### src/hw/rtl/vta_pkg.sv
package vta_pkg;

   localparam int COORD_WIDTH    = 32;
   localparam int TRIG_WIDTH     = 16;
   localparam int TRIG_FRAC_BITS = 14;

   localparam int PROD_WIDTH  = COORD_WIDTH + TRIG_WIDTH;
   localparam int SUM_WIDTH   = PROD_WIDTH + 1;
   localparam int RND_WIDTH   = SUM_WIDTH - TRIG_FRAC_BITS;
   localparam int TOTAL_WIDTH = RND_WIDTH + 1;

   localparam int CSR_INDEX_WIDTH = 3;
   localparam int CSR_DATA_WIDTH  = COORD_WIDTH;

   typedef logic signed [COORD_WIDTH-1:0] coord_type;
   typedef logic signed [TRIG_WIDTH-1:0]  trig_type;
   typedef logic signed [PROD_WIDTH-1:0]  prod_type;
   typedef logic signed [TOTAL_WIDTH-1:0] total_type;

   localparam coord_type COORD_MAX = {1'b0, {(COORD_WIDTH-1){1'b1}}};
   localparam coord_type COORD_MIN = {1'b1, {(COORD_WIDTH-1){1'b0}}};
   localparam trig_type  TRIG_ONE  = trig_type'(2 ** TRIG_FRAC_BITS);

   typedef enum logic [CSR_INDEX_WIDTH-1:0] {
      CSR_COS_ANGLE = 3'd0,
      CSR_SIN_ANGLE = 3'd1,
      CSR_OFFSET_X  = 3'd2,
      CSR_OFFSET_Y  = 3'd3,
      CSR_OFFSET_Z  = 3'd4
   } csr_index_type;

   typedef struct packed {
      coord_type  pos_x;
      coord_type  pos_y;
      coord_type  pos_z;
      logic       last_vertex;
   } req_type;

   typedef struct packed {
      coord_type  box_min_x;
      coord_type  box_min_y;
      coord_type  box_min_z;
      coord_type  box_max_x;
      coord_type  box_max_y;
      coord_type  box_max_z;
   } rsp_type;

   typedef struct packed {
      trig_type   cos_angle;
      trig_type   sin_angle;
      coord_type  offset_x;
      coord_type  offset_y;
      coord_type  offset_z;
   } cfg_type;

   // transformed vertex handed to the bounding stage
   typedef struct packed {
      coord_type  tx;
      coord_type  ty;
      coord_type  tz;
      logic       last;
   } xfm_type;

   function automatic coord_type saturate(input total_type v);
      logic hi_ones;
      logic hi_zeros;
      hi_ones  = &v[TOTAL_WIDTH-1:COORD_WIDTH-1];
      hi_zeros = ~(|v[TOTAL_WIDTH-1:COORD_WIDTH-1]);
      if (hi_ones || hi_zeros) begin
         return v[COORD_WIDTH-1:0];
      end
      return v[TOTAL_WIDTH-1] ? COORD_MIN : COORD_MAX;
   endfunction

endpackage

### src/hw/rtl/vta_bound.sv
module vta_bound (
   input  logic               clock,
   input  logic               reset,
   input  logic               in_valid,
   output logic               in_ready,
   input  vta_pkg::xfm_type   in_data,
   output logic               rsp_valid,
   input  logic               rsp_stall,
   output vta_pkg::rsp_type   rsp_data
);

   vta_pkg::rsp_type  box_ff, box_in, grown;
   vta_pkg::rsp_type  rsp_data_ff;
   logic              rsp_valid_ff, rsp_valid_in;
   logic              out_free, go;

   assign out_free = !rsp_valid_ff || !rsp_stall;
   assign in_ready = !in_data.last || out_free;
   assign go       = in_valid && in_ready;

   always_comb begin
      grown = box_ff;
      if (in_data.tx < box_ff.box_min_x) grown.box_min_x = in_data.tx;
      if (in_data.ty < box_ff.box_min_y) grown.box_min_y = in_data.ty;
      if (in_data.tz < box_ff.box_min_z) grown.box_min_z = in_data.tz;
      if (in_data.tx > box_ff.box_max_x) grown.box_max_x = in_data.tx;
      if (in_data.ty > box_ff.box_max_y) grown.box_max_y = in_data.ty;
      if (in_data.tz > box_ff.box_max_z) grown.box_max_z = in_data.tz;

      box_in = box_ff;
      if (go) begin
         if (in_data.last) begin
            box_in.box_min_x = vta_pkg::COORD_MAX;
            box_in.box_min_y = vta_pkg::COORD_MAX;
            box_in.box_min_z = vta_pkg::COORD_MAX;
            box_in.box_max_x = vta_pkg::COORD_MIN;
            box_in.box_max_y = vta_pkg::COORD_MIN;
            box_in.box_max_z = vta_pkg::COORD_MIN;
         end else begin
            box_in = grown;
         end
      end

      rsp_valid_in = (go && in_data.last) || (rsp_valid_ff && rsp_stall);
   end

   always_ff @(posedge clock) begin
      if (reset) begin
         rsp_valid_ff     <= 1'b0;
         box_ff.box_min_x <= vta_pkg::COORD_MAX;
         box_ff.box_min_y <= vta_pkg::COORD_MAX;
         box_ff.box_min_z <= vta_pkg::COORD_MAX;
         box_ff.box_max_x <= vta_pkg::COORD_MIN;
         box_ff.box_max_y <= vta_pkg::COORD_MIN;
         box_ff.box_max_z <= vta_pkg::COORD_MIN;
      end else begin
         rsp_valid_ff <= rsp_valid_in;
         box_ff       <= box_in;
      end
   end

   always_ff @(posedge clock) begin
      if (go && in_data.last) begin
         rsp_data_ff <= grown;
      end
   end

   assign rsp_valid = rsp_valid_ff;
   assign rsp_data  = rsp_data_ff;

endmodule

### config.mk
export PLATFORM = sky130hd
export DESIGN_NAME = vta_bound
export DESIGN_NICKNAME = d
export VERILOG_FILES = /design/src/hw/rtl/vta_pkg.sv /design/src/hw/rtl/vta_bound.sv
export SDC_FILE = /design/constraint.sdc
export NUM_CORES = 1
export LEC_CHECK = 0
export BUFFER_PORTS_ARGS = -buffer_cell sky130_fd_sc_hd__buf_2
export CORE_MARGIN = 2
export CORE_UTILIZATION = 35
export CTS_BUF_LIST = sky130_fd_sc_hd__clkbuf_8 sky130_fd_sc_hd__clkbuf_16
export DETAILED_ROUTE_END_ITERATION = 6
export GPL_TIMING_DRIVEN = 0
export PLACE_DENSITY = 0.52
export SLEW_MARGIN = 15
export SYNTH_ARGS = -nofsm -noshare
export SYNTH_HDL_FRONTEND = slang
export SYNTH_SLANG_ARGS = --single-unit
### constraint.sdc
create_clock -name clock -period 6.75 [get_ports clock]
set_input_delay 1.35 -clock clock [delete_from_list [all_inputs] [get_ports clock]]
set_output_delay 1.35 -clock clock [all_outputs]
set_load 0.005 [all_outputs]
## Word level (Yosys, flattened, before mapping)

Cells that the tools add are included.

| word-level totals | value |
|---|---|
| flip-flop bits (word level) | 385 |
| word-level logic and storage cells | 35 |

| operators by class | value |
|---|---|
| $lt $le $gt $ge | 6 |
| muxes and demuxes | 7 |
| reduce and logical (&&, ||, !) cells | 9 |

Operators by type and width:

| cell | number |
|---|---|
| $mux 192 | 1 |
| $mux 32 | 6 |
| $gt 32x32->1 | 3 |
| $lt 32x32->1 | 3 |
| $logic_and 1x1->1 | 3 |
| $logic_not 1->1 | 3 |
| $logic_or 1x1->1 | 3 |

## Logic depth before layout (Yosys ltp)

| logic depth | value |
|---|---|
| depth in word-level cells | 6 |
| mapped depth | 11 |

## Worst setup path after synthesis

OpenSTA, ideal clock, no wires.

| timing path | value |
|---|---|
| path kind | input-to-reg |
| start point | input port rsp_stall |
| end point | register box_ff[100] in the netlist's numbering |
| data arrival time | 6.738 ns |
| slack | -0.067 ns |
| cell stages on the path | 7 |
| buffers on the path | 1 |
| cell sequence | nand3_1 > and2_0 > nand2_1 > inv_1 > nor2_1 > clkbuf_1 > o211ai_1 |

| between the ends | value |
|---|---|
| longest elaborated chain between the ends | 4 |

Ends and longest elaborated chain:

| what | line | text |
|---|---|---|
| start: declaration | vta_bound.sv:8 | `input logic rsp_stall,` |
| $logic_not 1->1 | vta_bound.sv:17 | `assign out_free = !rsp_valid_ff \|\| !rsp_stall;` |
| $logic_or 1x1->1 | vta_bound.sv:17 |  |
| $logic_or 1x1->1 | vta_bound.sv:18 | `assign in_ready = !in_data.last \|\| out_free;` |
| $logic_and 1x1->1 | vta_bound.sv:19 | `assign go = in_valid && in_ready;` |
| end signal: assignment | vta_bound.sv:58 | `box_ff <= box_in;` |
| end: declaration | vta_bound.sv:12 | `vta_pkg::rsp_type box_ff, box_in, grown;` |

No other way between the ends.
A chain may end at the register's enable or synchronous reset.

## Worst setup path in the final report

| timing path | value |
|---|---|
| start point | input port in_data[0] in the netlist's numbering |
| end point | register box_ff[123] in the netlist's numbering |

| between the ends | value |
|---|---|
| longest elaborated chain between the ends | 3 |

Ends and longest elaborated chain:

| what | line | text |
|---|---|---|
| start: declaration | vta_bound.sv:6 | `input vta_pkg::xfm_type in_data,` |
| $logic_not 1->1 | vta_bound.sv:18 |  |
| $logic_or 1x1->1 | vta_bound.sv:18 |  |
| $logic_and 1x1->1 | vta_bound.sv:19 |  |

Several ways; a longest one is shown, not always the timed one.

==> results.toml <==
[clock_tree]
cts_root_buf = "clkbuf_16"
clock_path_buffers = 3
cts_sinks = 385
ctsHtreeMaxLevel = 2
cts.clk_slew.worst_paths_ns = 0.07
cts_tree = "built"
worst_skew_pair.late_latency_ns = 0.57
ctsHoldBuffers = 0
ctsResizeCount = 0
cts_setup_buffers = 0
cts_buffers = 45

[critical_path]
arrival_ns = 4.93
crit_chain = "buf_2 -> nand3_1 -> and2_0 -> nand2_1 -> clkinvlp_4 -> buf_12 -> nor2_1 -> clkbuf_1 -> o211ai_1"
slowest_stage = "nor2_1"
crit_fanout = 27
worst_setup_path_start_kind = "input port"
cpPeakStageDelay_ns = 0.72
path_class = "input port to register"
worstPathRequired_ns = 7.14
cp_top_family = "simple AND/OR/NAND/NOR gates"
critPathBufInv = 4
worst_setup_path_end_kind = "register"

[logic_synthesis]
synth_flop_cell = "dfxtp_1"
synth_mux_area_frac = 0.112
ys_seq_elements = 385
syn-num-nets = 2030
synthXorXnorAreaFrac = 0
synthArstFlopShare = 0
synth_top_area_cell = "edfxtp_1"
yosys-top-cells-count = "inv_1 (199), dfxtp_1 (193), edfxtp_1 (192)"
netlist.area_leader.share = 0.295
ys_top_cells_by_area = "edfxtp_1 (30%), dfxtp_1 (20%), ha_1 (12%)"
synth-simple-area-share = 0.0754
synth-seq-area-share = 0.493
synth_cell_types = 57
synth-edff-count = 192
postSynthAreaPerCell_um2 = 11.2
netlist_area_mm2 = 0.0195
yosys_warnings = 0
synthAdderAreaFrac = 0.121
postSynthCellCount = 1740
synth_compound_area_frac = 0.141
synth_most_common_cell = "inv_1"
synth_top_family_by_area = "compound AO/OA/AOI/OAI gates"

[detailed_routing]
drtIter0Drc = 659
vias = 14500
drt_pass1_iterations = 5
drt_drc_violations_left = 0
finalWirelength_um = 53100
vias_per_cell = 5.05
wl_per_cell_um = 18.5
ant_nets = 0

[floorplanning]
start_util = 0.354
dieHeight_um = 240
ioPinCount = 295
fp.dieW_um = 240
placementRows = 86
coreArea_mm2 = 0.0551
dieArea_mm2 = 0.0577

[pwr]
max-vdd-ir-drop_uv = 161
power.density_mw_per_mm2 = 268
p_leak_uw = 0.0103

[worst_hold_path]
hp-class = "register to register"

[flow_run]
cap_violations = 0

[sta]
tightest_slew_ns = 0.924
final.setup_skew_ns = 0.0236
hold_viol_final = 0
rsz0062_at_grt = "no"
finalCriticalPeriod_ns = 4.54
relSlewSlack = 0.381
setup_slack_ns = 2.21
finalSetupViolCount = 0
fin_tns_setup_ns = 0
period_share = 0.672
fmax_ghz = 0.220
maxSlewViolCount = 0

[grt]
grt_overflow = 0
grt_max_degree = 40
grt.total_usage = 0.184
antenna_found_initial = 3
grt_pass1_vias = 14700
grt_pass1_wl_um = 82800

[layout]
area_growth_pct = 20.5
nNetsFinal = 2377
layout-drive-gt1-share = 0.269

[place]
portBuffers = 294
routabilityCongestion = 0.802
hpwl_um = 39500
place_ws_ns = 1.46

[run_status]
status = "complete, no violations"
where the power goes:
group	switching, uW	internal [uW]
clock	998	1410
sequential	62.9	2660
combinational	653	517
total	1710	4590
worst register-to-register path, cell delays in order (launching register included):
cell        delay, ns
dfxtp_1          0.40
nand3_1          0.28
and2_0           0.50
nand2_1          0.28
clkinvlp_4       0.51
buf_12           0.38
nor2_1           0.75
clkbuf_1         0.59
o211ai_1         0.20
layout by cell type (no fill, tap or decap), drive strengths merged, types with 85 or more instances in the layout:
| cell | netlist | routed |
|---|---|---|
| ha | 189 | 189 |
| clkbuf | 36 | 90 |
| a22o | 93 | 93 |
| inv | 199 | 212 |
| edfxtp | 192 | 192 |
| nand2 | 85 | 85 |
| mux2 | 157 | 157 |
| dfxtp | 193 | 193 |
| buf | 41 | 341 |
| o21ai | 95 | 95 |
worst paths after layout:
| path | to | slack (ns) | cells past startpoint | startpoint |
|---|---|---|---|---|
| min | box_ff[65] | 0.50 | 1 | box_ff[65] |
| max | box_ff[123] | 2.21 | 9 | in_data[0] |
| min reg2reg | box_ff[65] | 0.50 | 1 | box_ff[65] |
| max reg2reg | box_ff[123] | 2.70 | 8 | rsp_valid |
per-layer routing:
| layer | vias up | GRT usage | wire (um) |
|---|---|---|---|
| li1 | 7099 | - | - |
| met1 | 7030 | 0.242 | 24300 |
| met2 | 292 | 0.306 | 25000 |
| met3 | 75 | 0.0383 | 2550 |
| met4 | 2 | 0.0491 | 1180 |
| met5 | - | 0 | 13 |
sequential cells by signal, indices dropped and copies added, names as in the netlist:
register   flops
rsp_data     192
rsp_valid      1
box_ff       192
per-stage QoR:
step / instance area [um^2] / hold slack, ns / total power (uW) / util / cells
final: 23500 / 0.498 / 6300 / 0.427 / 2873
after global routing: 23500 / 0.521 / 6610 / 0.427 / 2872
after CTS: 23500 / 0.500 / 6400 / 0.427 / 2871
after detailed placement: 22100 / 0.484 / 3950 / 0.400 / 2788
after global placement: 21900 / 0.481 / 3940 / 0.398 / 2782
after floorplan: 19500 / 0.459 / 3520 / - / 1740
layout make-up:
| class | count | area [um^2] |
|---|---|---|
| inverter | 199 | 751 |
| timing repair buffer | 300 | 1600 |
| antenna | 2 | 5.00 |
| tap | 748 | 936 |
| clock inverter | 29 | 191 |
| multi-input combinational | 1079 | 8780 |
| fill | 5354 | 31600 |
| buffer | 77 | 369 |
| sequential | 385 | 9630 |
| clock buffer | 54 | 1270 |
logic make-up after synthesis:
logic type | count (synthesis)
adders and majority gates | 189
and+or+nand+nor | 306
AOI/OAI and AO/OA | 395
muxes | 189
buffers and inverters | 276
DFF | 385
Note: power is estimated with default switching activity, not from simulation.
